--- src/rtl/core/ppr_pkg.sv ---
// Shared types, constants and helper functions for the panel power rail sequencer.
package ppr_pkg;

  localparam int unsigned LEVEL_W = 21;
  localparam int unsigned TICK_W  = 32;
  localparam int unsigned DELAY_W = 24;
  localparam int unsigned VGH_W   = 20;
  localparam int unsigned TOL_W   = 16;
  localparam int unsigned MODE_W  = 3;

  typedef logic signed [LEVEL_W-1:0] level_t;
  typedef logic [MODE_W-1:0]         mode_t;

  // Sequencer states, also shown on the result port.
  typedef enum logic [2:0] {
    ST_OFF       = 3'd0,
    ST_VGL_RAMP  = 3'd1,
    ST_VGH_DELAY = 3'd2,
    ST_VGH_RAMP  = 3'd3,
    ST_ALL_ON    = 3'd4
  } seq_state_t;

  // Configuration register indexes.
  typedef enum logic [1:0] {
    CFG_VGH_DELAY   = 2'd0,
    CFG_VGL_TARGET  = 2'd1,
    CFG_VGH_TARGET  = 2'd2,
    CFG_TOLERANCE   = 2'd3
  } cfg_idx_t;

  // Mode codes.
  localparam mode_t MODE_ACTIVE_A = 3'd0;
  localparam mode_t MODE_ACTIVE_B = 3'd1;
  localparam mode_t MODE_ACTIVE_C = 3'd2;
  localparam mode_t MODE_VGL_ONLY = 3'd3;
  localparam mode_t MODE_STANDBY  = 3'd4;
  localparam mode_t MODE_ACTIVE_D = 3'd5;

  // Register reset values.
  localparam logic [DELAY_W-1:0] DELAY_RST   = 24'd500000;
  localparam level_t             VGL_TGT_RST = -21'sd200000;
  localparam logic [VGH_W-1:0]   VGH_TGT_RST = 20'd400000;
  localparam logic [TOL_W-1:0]   TOL_RST     = 16'd1000;

  typedef struct packed {
    logic [DELAY_W-1:0] vgh_delay_ticks;
    level_t             vgl_target_level;
    logic [VGH_W-1:0]   vgh_target_level;
    logic [TOL_W-1:0]   level_tolerance;
  } ppr_cfg_t;

  typedef struct packed {
    mode_t      reached_mode;
    logic       enable_vgl;
    logic       enable_vgh;
    logic       enable_avdd1;
    logic       enable_avdd2;
    logic       enable_dvdd;
    logic       rails_good;
    logic       sequence_error;
    seq_state_t power_state;
  } ppr_result_t;

  function automatic logic mode_needs_vgh(input mode_t m);
    return (m == MODE_ACTIVE_A) || (m == MODE_ACTIVE_B) ||
           (m == MODE_ACTIVE_C) || (m == MODE_ACTIVE_D);
  endfunction

  // Move one unit toward the target, landing on it when within one unit.
  function automatic level_t slew_one(input level_t cur, input level_t tgt);
    logic signed [LEVEL_W:0] d;
    d = {tgt[LEVEL_W-1], tgt} - {cur[LEVEL_W-1], cur};
    if ((d <= 22'sd1) && (d >= -22'sd1)) begin
      return tgt;
    end else if (d > 22'sd0) begin
      return cur + 21'sd1;
    end else begin
      return cur - 21'sd1;
    end
  endfunction

  // Two unit steps toward zero, folded into one compare and add.
  function automatic level_t slew_two_to_zero(input level_t cur);
    if ((cur <= 21'sd2) && (cur >= -21'sd2)) begin
      return '0;
    end else if (cur > 21'sd0) begin
      return cur - 21'sd2;
    end else begin
      return cur + 21'sd2;
    end
  endfunction

  function automatic logic near_target(input level_t cur, input level_t tgt,
                                       input logic [TOL_W-1:0] tol);
    logic signed [LEVEL_W:0] d;
    logic signed [LEVEL_W:0] mag;
    d   = {cur[LEVEL_W-1], cur} - {tgt[LEVEL_W-1], tgt};
    mag = (d < 22'sd0) ? -d : d;
    return $unsigned(mag) <= {{(LEVEL_W+1-TOL_W){1'b0}}, tol};
  endfunction

endpackage

--- src/rtl/core/ppr_cfg_regs.sv ---
// Configuration register file of the power rail sequencer.
module ppr_cfg_regs
  import ppr_pkg::*;
(
  input  logic               clk,
  input  logic               rst_n,
  input  logic               cfg_valid,
  output logic               cfg_ready,
  input  logic [1:0]         cfg_index,
  input  logic [DELAY_W-1:0] cfg_data,
  output ppr_cfg_t           cfg_o
);

  ppr_cfg_t cfg_r;
  ppr_cfg_t cfg_nxt;

  assign cfg_ready = 1'b1;
  assign cfg_o     = cfg_r;

  always_comb begin
    cfg_nxt = cfg_r;
    if (cfg_valid) begin
      case (cfg_index)
        CFG_VGH_DELAY:  cfg_nxt.vgh_delay_ticks  = cfg_data;
        CFG_VGL_TARGET: cfg_nxt.vgl_target_level = $signed(cfg_data[LEVEL_W-1:0]);
        CFG_VGH_TARGET: cfg_nxt.vgh_target_level = cfg_data[VGH_W-1:0];
        CFG_TOLERANCE:  cfg_nxt.level_tolerance  = cfg_data[TOL_W-1:0];
        default:        cfg_nxt = cfg_r;
      endcase
    end
  end

  always_ff @(posedge clk) begin
    if (!rst_n) begin
      cfg_r.vgh_delay_ticks  <= DELAY_RST;
      cfg_r.vgl_target_level <= VGL_TGT_RST;
      cfg_r.vgh_target_level <= VGH_TGT_RST;
      cfg_r.level_tolerance  <= TOL_RST;
    end else begin
      cfg_r <= cfg_nxt;
    end
  end

endmodule

--- src/rtl/core/ppr_seq_core.sv ---
// Rail level models, sequencer state machine and result decode for one tick.
module ppr_seq_core
  import ppr_pkg::*;
(
  input  logic        clk,
  input  logic        rst_n,
  input  logic        step,
  input  mode_t       mode,
  input  logic        vgl_ok,
  input  logic        vgh_ok,
  input  ppr_cfg_t    cfg,
  output ppr_result_t res
);

  seq_state_t        state_r, state_nxt;
  level_t            vgl_level_r, vgl_level_nxt;
  level_t            vgh_level_r, vgh_level_nxt;
  logic [TICK_W-1:0] tick_r;
  logic [TICK_W-1:0] stamp_r, stamp_nxt;
  mode_t             reached_r, reached_nxt;

  logic   need_vgh, en_vgl, en_vgh, pgood;
  logic   vgl_near, vgh_near, stamp_taken, elapsed_ok, in_delay_grp;
  level_t vgh_tgt, vgh_up, vgh_dn, vgh_dn2;
  seq_state_t st_vgl;
  mode_t      reached_vgl;

  // Level and decode logic.
  always_comb begin
    need_vgh      = mode_needs_vgh(mode);
    en_vgl        = need_vgh || (mode == MODE_VGL_ONLY);
    vgl_level_nxt = slew_one(vgl_level_r, en_vgl ? cfg.vgl_target_level : '0);
    vgl_near      = near_target(vgl_level_nxt, cfg.vgl_target_level, cfg.level_tolerance);
    vgh_tgt       = {1'b0, cfg.vgh_target_level};
    vgh_up        = slew_one(vgh_level_r, vgh_tgt);
    vgh_dn        = slew_one(vgh_level_r, '0);
    vgh_dn2       = slew_two_to_zero(vgh_level_r);
    vgh_near      = near_target(vgh_up, vgh_tgt, cfg.level_tolerance);
  end

  // Next state.
  always_comb begin
    st_vgl      = state_r;
    stamp_nxt   = stamp_r;
    reached_vgl = reached_r;
    stamp_taken = 1'b0;
    if (!en_vgl) begin
      st_vgl    = ST_OFF;
      stamp_nxt = '0;
    end else if (!vgl_near || !vgl_ok) begin
      st_vgl    = ST_VGL_RAMP;
      stamp_nxt = '0;
    end else if (!need_vgh) begin
      st_vgl      = ST_VGH_DELAY;
      reached_vgl = mode;
    end else if ((state_r == ST_OFF) || (state_r == ST_VGL_RAMP)) begin
      st_vgl      = ST_VGH_DELAY;
      stamp_nxt   = tick_r;
      stamp_taken = 1'b1;
    end

    // A stamp taken this tick means zero elapsed ticks.
    elapsed_ok   = stamp_taken ? (cfg.vgh_delay_ticks == '0)
                               : ((tick_r - stamp_r) >= {8'd0, cfg.vgh_delay_ticks});
    in_delay_grp = need_vgh && ((st_vgl == ST_VGH_DELAY) || (st_vgl == ST_VGH_RAMP) ||
                                (st_vgl == ST_ALL_ON));
    en_vgh       = in_delay_grp && elapsed_ok;
    pgood        = en_vgh && vgh_near && vgh_ok;

    if (pgood) begin
      state_nxt = ST_ALL_ON;
    end else if (en_vgh) begin
      state_nxt = ST_VGH_RAMP;
    end else begin
      state_nxt = st_vgl;
    end

    if (mode == MODE_STANDBY) begin
      reached_nxt = MODE_STANDBY;
    end else if (pgood) begin
      reached_nxt = mode;
    end else begin
      reached_nxt = reached_vgl;
    end

    if (en_vgh) begin
      vgh_level_nxt = vgh_up;
    end else if (need_vgh) begin
      vgh_level_nxt = vgh_dn;
    end else begin
      vgh_level_nxt = vgh_dn2;
    end
  end

  // Result outputs.
  always_comb begin
    res.reached_mode   = reached_nxt;
    res.enable_vgl     = en_vgl;
    res.enable_vgh     = en_vgh;
    res.enable_avdd1   = (mode != MODE_STANDBY);
    res.enable_avdd2   = need_vgh;
    res.enable_dvdd    = 1'b1;
    res.rails_good     = pgood;
    res.sequence_error = en_vgh && !en_vgl;
    res.power_state    = state_nxt;
  end

  always_ff @(posedge clk) begin
    if (!rst_n) begin
      state_r     <= ST_OFF;
      vgl_level_r <= '0;
      vgh_level_r <= '0;
      tick_r      <= '0;
      stamp_r     <= '0;
      reached_r   <= '0;
    end else if (step) begin
      state_r     <= state_nxt;
      vgl_level_r <= vgl_level_nxt;
      vgh_level_r <= vgh_level_nxt;
      tick_r      <= tick_r + 32'd1;
      stamp_r     <= stamp_nxt;
      reached_r   <= reached_nxt;
    end
  end

endmodule

--- src/rtl/core/panel_power_rail_sequencer.sv ---
// Top level of the panel power rail sequencer: request registers, core and result register.
//
//  channel   direction  handshake               payload
//  in_       request    in_valid / in_ready     requested mode, vgl/vgh_rail_stable
//  out_      result     out_valid / out_ready   reached_mode, enables, status, state
//  cfg_      write      cfg_valid / cfg_ready   cfg_index, cfg_data
//
// Each request is one sequencer tick and yields exactly one result.
// A request is captured in the input register, evaluated combinationally by the
// core, and its result lands in the output register; one request per cycle is
// sustained while out_ready stays high.
// The rail levels, tick counter, settle stamp and state advance only when a
// request moves from the input register into the output register.
// When out_ready is low the output register holds, the input register fills,
// and in_ready drops; nothing is dropped or repeated.
// Reset is synchronous and active low; the configuration port is always ready.
module panel_power_rail_sequencer
  import ppr_pkg::*;
(
  input  logic               clk,
  input  logic               rst_n,
  input  logic               in_valid,
  output logic               in_ready,
  input  logic [2:0]         in_req_mode,
  input  logic               in_vgl_rail_stable,
  input  logic               in_vgh_rail_stable,
  output logic               out_valid,
  input  logic               out_ready,
  output logic [2:0]         out_reached_mode,
  output logic               out_enable_vgl,
  output logic               out_enable_vgh,
  output logic               out_enable_avdd1,
  output logic               out_enable_avdd2,
  output logic               out_enable_dvdd,
  output logic               out_rails_good,
  output logic               out_sequence_error,
  output logic [2:0]         out_power_state,
  input  logic               cfg_valid,
  output logic               cfg_ready,
  input  logic [1:0]         cfg_index,
  input  logic [DELAY_W-1:0] cfg_data
);

  logic        s1_valid_r;
  mode_t       s1_mode_r;
  logic        s1_vgl_ok_r;
  logic        s1_vgh_ok_r;
  logic        out_valid_r;
  ppr_result_t out_res_r;
  ppr_result_t core_res;
  ppr_cfg_t    cfg;
  logic        advance;

  // The input register drains whenever the output register is free or emptying.
  assign advance  = s1_valid_r && (!out_valid_r || out_ready);
  assign in_ready = !s1_valid_r || advance;

  ppr_cfg_regs u_cfg (
    .clk       (clk),
    .rst_n     (rst_n),
    .cfg_valid (cfg_valid),
    .cfg_ready (cfg_ready),
    .cfg_index (cfg_index),
    .cfg_data  (cfg_data),
    .cfg_o     (cfg)
  );

  ppr_seq_core u_core (
    .clk    (clk),
    .rst_n  (rst_n),
    .step   (advance),
    .mode   (s1_mode_r),
    .vgl_ok (s1_vgl_ok_r),
    .vgh_ok (s1_vgh_ok_r),
    .cfg    (cfg),
    .res    (core_res)
  );

  // Input register.
  always_ff @(posedge clk) begin
    if (!rst_n) begin
      s1_valid_r <= 1'b0;
    end else if (in_ready) begin
      s1_valid_r <= in_valid;
    end
  end

  always_ff @(posedge clk) begin
    if (in_valid && in_ready) begin
      s1_mode_r   <= in_req_mode;
      s1_vgl_ok_r <= in_vgl_rail_stable;
      s1_vgh_ok_r <= in_vgh_rail_stable;
    end
  end

  // Output register.
  always_ff @(posedge clk) begin
    if (!rst_n) begin
      out_valid_r <= 1'b0;
    end else if (!out_valid_r || out_ready) begin
      out_valid_r <= s1_valid_r;
    end
  end

  always_ff @(posedge clk) begin
    if (advance) begin
      out_res_r <= core_res;
    end
  end

  assign out_valid          = out_valid_r;
  assign out_reached_mode   = out_res_r.reached_mode;
  assign out_enable_vgl     = out_res_r.enable_vgl;
  assign out_enable_vgh     = out_res_r.enable_vgh;
  assign out_enable_avdd1   = out_res_r.enable_avdd1;
  assign out_enable_avdd2   = out_res_r.enable_avdd2;
  assign out_enable_dvdd    = out_res_r.enable_dvdd;
  assign out_rails_good     = out_res_r.rails_good;
  assign out_sequence_error = out_res_r.sequence_error;
  assign out_power_state    = out_res_r.power_state;

endmodule

--- config.mk ---
export PLATFORM = sky130hd
export DESIGN_NAME = panel_power_rail_sequencer
export DESIGN_NICKNAME = d
export VERILOG_FILES = /design/src/rtl/core/ppr_pkg.sv /design/src/rtl/core/ppr_cfg_regs.sv /design/src/rtl/core/ppr_seq_core.sv /design/src/rtl/core/panel_power_rail_sequencer.sv
export SDC_FILE = /design/constraint.sdc
export NUM_CORES = 1
export LEC_CHECK = 0
export BUFFER_PORTS_ARGS = -buffer_cell sky130_fd_sc_hd__buf_2
export CAP_MARGIN = 30
export CORE_ASPECT_RATIO = 1.5
export CORE_UTILIZATION = 32
export DETAILED_ROUTE_END_ITERATION = 10
export GPL_ROUTABILITY_DRIVEN = 0
export PLACE_DENSITY_LB_ADDON = 0.3
export SLEW_MARGIN = 40
export SYNTH_ARGS = -nofsm -noshare
export SYNTH_HDL_FRONTEND = slang
export SYNTH_SLANG_ARGS = --single-unit
--- constraint.sdc ---
create_clock -name clk -period 14.91 [get_ports clk]
set_input_delay 0.7455 -clock clk [delete_from_list [all_inputs] [get_ports clk]]
set_output_delay 0.7455 -clock clk [all_outputs]
set_load 0.05 [all_outputs]
==> key figures, run 1 <==
Worst setup path
  • Critical Path Start Type: register
  • Worst Path Buf+Inv: 5
  • Top delay family on crit path: compound AO/OA/AOI/OAI gates
  • CP max-delay cell: nand3_4
  • Critical Path RT: 15.37 ns
  • Critical Path Fanout Max: 46
  • CP peak stage delay: 0.59 ns
  • CP Class: register to register
  • Critical Path End Type: register
  • Worst EP arrival: 13.80 ns

Synth
  • Main synth FF type: dfxtp_1
  • Cell taking the most area after synthesis: dfxtp_1
  • Syn avg cell area: 7.35 um2
  • Top cell type's share of synthesized area: 18.7%
  • Syn. warnings: 0
  • Distinct cells, synth: 103
  • Fraction of registers with async set/reset: 0%
  • Mapped Area: 20900 um2
  • Register area share after synthesis: 21.2%
  • Synthesized netlist cell count: 2839
  • Top cells by area, synth: dfxtp_1 19%, ha_1 12%, nand2_1 6.4%
  • Register bit count reported by yosys: 212
  • Post-synth EDFFs: 17

Place
  • HPWL Detailed: 56000 um
  • Count of input and output buffers: 49
  • # placed instances: 3660

Hold path
  • Worst Hold Class: input port to register

Detailed routing
  • DRC viols: 0
  • Vias/cell: 5.60
  • First-pass DRT Iterations: 6
  • Mean routed wirelength per cell: 19.4 um
  • DR vias: 20.8k
  • Post-Route WL: 71800 um
  • DR iter-0 viols: 1369
  • Antenna Violating Nets Remaining: 0

STA
  • Worst-margin pin slew: 0.810 ns
  • Final setup vio count: 0
  • Setup TNS: 0 ns
  • Fin crit period: 13.34 ns
  • Slew headroom: 46.0%
  • Achievable Freq: 75.0 MHz
  • RSZ-0062 raised after global routing: false
  • Layout Skew: 0.0319 ns
  • Slew Viols, Final: 0
  • Final hold violation count: 0
  • Worst hold slack: 0.378 ns
  • Tcrit/Tclk final: 89.4%

Die
  • Initial Util: 32.4%
  • Die Wd: 211 um
  • Die ar.: 66300 um2
  • IO Pins: 52
  • Die Ht: 315 um
  • Core footprint: 64500 um2
  • Num rows: 114

Clock network
  • Clock latency on the worst-skew pair: 0.56 ns
  • H-Tree Depth: 1
  • Hold buffers post-CTS: 0
  • TritonCTS clock tree: yes
  • Clock sinks: 212
  • TritonCTS Buffers: 23
  • Worst-path clk slew: 0.07 ns
  • Clk root buf: clkbuf_16
  • CTS Buffer Depth: 3
  • CTS resizes: 0
  • Postcts setup bufs: 0

Global route
  • GR Overflow Total: 0
  • Total global-route track usage: 21.4%
  • Antenna violations before repair: 0
  • Via count of the first global-routing pass: 20.4k
  • Pin count of the biggest net entering global routing: 85
  • First-pass GRT wire length: 113000 um

Job
  • MaxCap Viol Count: 0

Run status
  • Run status: complete, no violations

Finish
  • Most frequent cells in the layout: 355 x nand2_1, 231 x a21oi_1, 224 x nor2_1
  • Layout cells sized above 1: 5.83%
  • Final non-filler cell total: 3703
  • Area Overhead vs Synth: 8.69%
  • Final-stage net count: 3056
  • Utilization after layout: 35.2%
  • Commonest non-fill, non-tap cell in the layout: nand2_1

Power
  • Power share of the sequential group: 15.5%
  • Peak VDD IR: 0.0000768 V
  • Combinational Power Share: 71.0%
  • Pleak: 0.00910 uW
  • Power Dens Cells: 189 nW/um2
  • Clock Power Share: 13.5%
  • P_sw: 2160 uW
  • Switching Share: 50.4%
  • Internal: 2130 uW
-- cell type report --
class                   instances  area [um2]
flip-flops and latches        212        4410
clock buffers                  31         646
repair buffers                 67         384
well taps                     870        1090
fillers                      6996       41800
inverters                     220         831
clock inverters                11        85.1
multi-input cells            2291       15200
diodes                          1        2.50
-- metrics by stage --
step	total power (uW)	area, um2	worst slack [ns]
global placement	3680	21900	1.27
finish	4290	22700	1.57
global route	4640	22700	0.390
CTS	4280	22700	1.64
detailed placement	3680	21900	1.66
floorplan	2970	20900	3.70
-- logic make-up (layout without fill, tap and decap cells) --
group / count (synthesis) / after routing / synth area share [%]
other: 2 / 4 / 0.0360
DFF: 212 / 212 / 21.2
xor gates and xnor gates: 199 / 199 / 8.35
and+or+nand+nor: 1047 / 1047 / 24.3
AOI/OAI and AO/OA: 781 / 781 / 24.8
buffers and inverters: 337 / 329 / 6.20
muxes: 56 / 56 / 2.72
adders and majority gates: 205 / 205 / 12.5
-- cell usage after synthesis (23+ instances only) --
cell type,number
o31ai_1,24
a22oi_1,28
nor4_1,34
a21oi_1,232
a31oi_1,30
a211oi_1,24
dfxtp_1,195
xor2_1,59
nor2b_1,30
nand2_1,355
and2_1,23
or3_1,27
nand3_1,114
o211ai_1,53
nand4_1,44
inv_1,211
mux2i_1,50
nor2_1,225
ha_1,200
and3_1,37
nor3_1,58
clkbuf_1,95
o21ai_1,28
o21a_1,43
o21ai_0,113
a21o_1,49
xnor2_1,140
-- power by group through the flow --
stage               sequential, uW  combinational [uW]  clock (uW)
finish                         664                3050         579
global placement               674                3010           0
CTS                            660                3030         594
floorplan                      642                2320           0
global route                   667                3360         613
detailed placement             673                3010           0
-- path summary, 6_finish.rpt --
kind | startpoint | endpoint | slack [ns] | cells past startpoint
setup reg to reg | s1_mode_r[1] | u_core.reached_r[0] | 1.57 | 54
hold reg to reg | u_core.stamp_r[13] | u_core.stamp_r[13] | 0.45 | 2
setup / recovery | s1_mode_r[1] | u_core.reached_r[0] | 1.57 | 54
hold / removal | in_vgh_rail_stable | s1_vgh_ok_r | 0.38 | 1
-- sequential cells by signal (all words and copies together), names as in the netlist, 21 cells and up --
register and cells:
u_cfg.cfg_o 81, u_core.stamp_r 32, u_core.vgl_level_r 21, u_core.tick_r 32
u_core.vgh_level_r 21
-- worst register-to-register path: cells and delay by family (launching register included) --
kind                       cells  cell delay (ns)
adders and majority gates      5             1.51
xor gates and xnor gates       1             0.17
muxes                          1             0.13
and+or+nand+nor               17             3.98
AOI/OAI and AO/OA             25             6.21
buffers and inverters          5             0.78
DFF                            1             0.48
-- per-layer routing --
layer  track usage (%)  up-vias  share of wire (%)
li1                  -    10200                  -
met1              23.8     9820                 40
met2              39.4      572                 50
met3              1.99      192                4.0
met4              12.3        0                5.9
met5                 0        -                  0
(Power assumes the default switching activity.)
==> run 2: changes to the inputs <==
==> constraint.sdc (replaced) <==
create_clock -name clk -period 13.9 [get_ports clk]
set_input_delay 1.39 -clock clk [delete_from_list [all_inputs] [get_ports clk]]
set_output_delay 1.39 -clock clk [all_outputs]
set_load 0.05 [all_outputs]
==> key figures, run 2 (same netlist as run 1, synthesis figures left out) <==
Finish
  • Most frequent cells in the layout: 355 x nand2_1, 230 x a21oi_1, 224 x nor2_1 (was 355 x nand2_1, 231 x a21oi_1, 224 x nor2_1)
  • Max FFs per register: 81 (unchanged)
  • Final non-filler cell total: 3708 (was 3703)
  • Reg area: 4410 um2 (unchanged)
  • Layout cells sized above 1: 5.99% (was 5.83%)
  • Area Overhead vs Synth: 9.14% (was 8.69%)
  • Multi-input gate area: 15200 um2 (about the same)
  • Final-stage net count: 3061 (was 3056)
  • Number of fill cells: 7049 (was 6996)
  • Commonest non-fill, non-tap cell in the layout: nand2_1 (unchanged)
  • Number of antenna diodes: 0 (was 1)

Clock network
  • H-Tree Depth: 1 (unchanged)
  • Clk root buf: clkbuf_16 (unchanged)
  • CTS Buffer Depth: 3 (unchanged)
  • Worst-path clk slew: 0.07 ns (about the same)
  • Clock latency on the worst-skew pair: 0.58 ns (was 0.56 ns)
  • TritonCTS Buffers: 24 (was 23)
  • Clock sinks: 212 (unchanged)
  • Postcts setup bufs: 0 (unchanged)
  • TritonCTS clock tree: yes (unchanged)

STA
  • Layout Skew: 0.0378 ns (was 0.0319 ns)
  • Achievable Freq: 77.4 MHz (was 75.0 MHz)
  • Fin crit period: 12.93 ns (was 13.34 ns)
  • Worst-margin pin slew: 0.843 ns (was 0.810 ns)
  • Slew Viols, Final: 0 (unchanged)
  • Slew headroom: 43.3% (was 46.0%)
  • Final setup vio count: 0 (unchanged)
  • Tcrit/Tclk final: 93.0% (was 89.4%)
  • RSZ-0062 raised after global routing: false (unchanged)
  • Final hold violation count: 0 (unchanged)
  • Setup TNS: 0 ns (unchanged)

Run status
  • Run status: complete, no violations (unchanged)

Detailed routing
  • Mean routed wirelength per cell: 19.5 um (was 19.4 um)
  • DR vias: 20.9k (was 20.8k)
  • Antenna Violating Nets Remaining: 0 (unchanged)
  • First-pass DRT Iterations: 5 (was 6)
  • DRC viols: 0 (unchanged)
  • DR iter-0 viols: 1437 (was 1369)
  • Post-Route WL: 72300 um (was 71800 um)
  • Vias/cell: 5.64 (was 5.60)

Die
  • Die ar.: 66300 um2 (unchanged)
  • Core footprint: 64500 um2 (unchanged)
  • IO Pins: 52 (unchanged)
  • Initial Util: 32.4% (unchanged)
  • Die Wd: 211 um (unchanged)
  • Num rows: 114 (unchanged)
  • Die Ht: 315 um (unchanged)

Global route
  • Antenna violations before repair: 0 (unchanged)
  • First-pass GRT wire length: 112000 um (was 113000 um)
  • Total global-route track usage: 21.4% (about the same)
  • Pin count of the biggest net entering global routing: 89 (was 85)
  • Via count of the first global-routing pass: 20.4k (about the same)
  • GR Overflow Total: 0 (unchanged)

Power
  • Pleak: 0.00915 uW (was 0.00910 uW)
  • P_sw: 2330 uW (was 2160 uW)
  • Power Dens Cells: 205 nW/um2 (was 189 nW/um2)
  • Internal: 2340 uW (was 2130 uW)
  • Clock Power Share: 14.4% (was 13.5%)
  • Switching Share: 49.9% (was 50.4%)
  • Peak VDD IR: 0.000114 V (was 0.0000768 V)
  • Power share of the sequential group: 15.3% (was 15.5%)
  • Power Total: 4660 uW (was 4290 uW)
  • Combinational Power Share: 70.2% (was 71.0%)

Worst setup path
  • Critical Path Start Type: register (unchanged)
  • CP Launch Point: s1_mode_r[0] (was s1_mode_r[1])
  • Worst EP arrival: 13.26 ns (was 13.80 ns)
  • Reg-to-Reg Start: s1_mode_r[0] (was s1_mode_r[1])
  • CP most frequent cell: a21o_1
  • CP Class: register to register (unchanged)
  • Critical Path RT: 14.23 ns (was 15.37 ns)
  • CP peak stage delay: 0.49 ns (was 0.59 ns)
  • CP max-delay cell: nor4_1 (was nand3_4)
  • Critical Path Fanout Max: 42 (was 46)
  • Critical Path End Type: register (unchanged)

Job
  • MaxCap Viol Count: 0 (unchanged)

Hold path
  • Worst Hold Class: register to register (was input port to register)
  • Hold path start: u_core.stamp_r[24] (was in_vgh_rail_stable)

Place
  • Count of input and output buffers: 49 (unchanged)
  • HPWL Detailed: 56500 um (was 56000 um)
  • # placed instances: 3664 (was 3660)
==> run 2: changes by cell type in the layout (fill, tap and decap cells not counted), sizes merged <==
cell    before  now
clkinv      10   13
clkbuf      31   28
diode        1    0
bufinv       0    3
buf         67   71
inv        218  217
==> run 2: worst paths after layout <==
kind                              end  slack [ns]  cells after the start
setup / recovery  out_reached_mode[2]        0.97                     55
hold / removal     u_core.stamp_r[24]        0.45                      2
setup reg to reg  out_reached_mode[2]        0.97                     55
hold reg to reg    u_core.stamp_r[24]        0.45                      2
==> run 2: worst max-delay path, delay by kind of cell, from the launching register on <==
family / cells / cell delay, ns
AO/OA/AOI/OAI: 27 / 6.44
XOR/XNOR: 3 / 0.47
adder cells (fa/ha/maj): 4 / 1.02
buffers and inverters: 4 / 1.00
flip-flops: 1 / 0.48
AND/OR/NAND/NOR: 17 / 3.24
==> run 2: layout make-up <==
class                   count  share of cell area (%)
inverters                 220                    3.65
well taps                 870                    4.78
repair buffers             71                    1.85
flip-flops and latches    212                    19.4
clock buffers              28                    2.75
multi-input cells        2291                    66.8
clock inverters            16                   0.764
==> run 2: what timing repair did <==
| item | CTS | global route |
|---|---|---|
| endpoints found under the setup margin | 0 | 33 |
| resized for setup | 0 | 3 |
| endpoints found under the hold margin | 0 | 0 |
| hold buffers | 0 | 0 |
==> run 2: power groups by stage <==
stage	sequential, uW	clock [uW]	combinational [uW]
2_1_floorplan	689	0	2490
3_3_place_gp	725	0	3230
3_5_place_dp	724	0	3220
4_1_cts	711	693	3240
5_1_grt	717	712	3610
6_report	714	674	3280
==> run 2: per-stage QoR <==
stage | setup WS, ns | cell area [um2] | hold WS (ns) | util [%]
global route | 0.0148 | 22800 | 0.466 | 35.3
floorplan | 2.69 | 20900 | 0.432 | -
global placement | 0.702 | 21900 | 0.437 | 34.0
detailed placement | 0.864 | 22000 | 0.444 | 34.1
finish | 0.975 | 22800 | 0.453 | 35.3
CTS | 0.818 | 22800 | 0.453 | 35.3
==> run 2: layer usage <==
metal,track usage [%],vias up,share of wire (%)
met1,23.7,9907,39
met5,0,-,0
met4,12.7,0,6.3
li1,-,10200,-
met2,39.5,580,50
met3,1.93,241,4.1
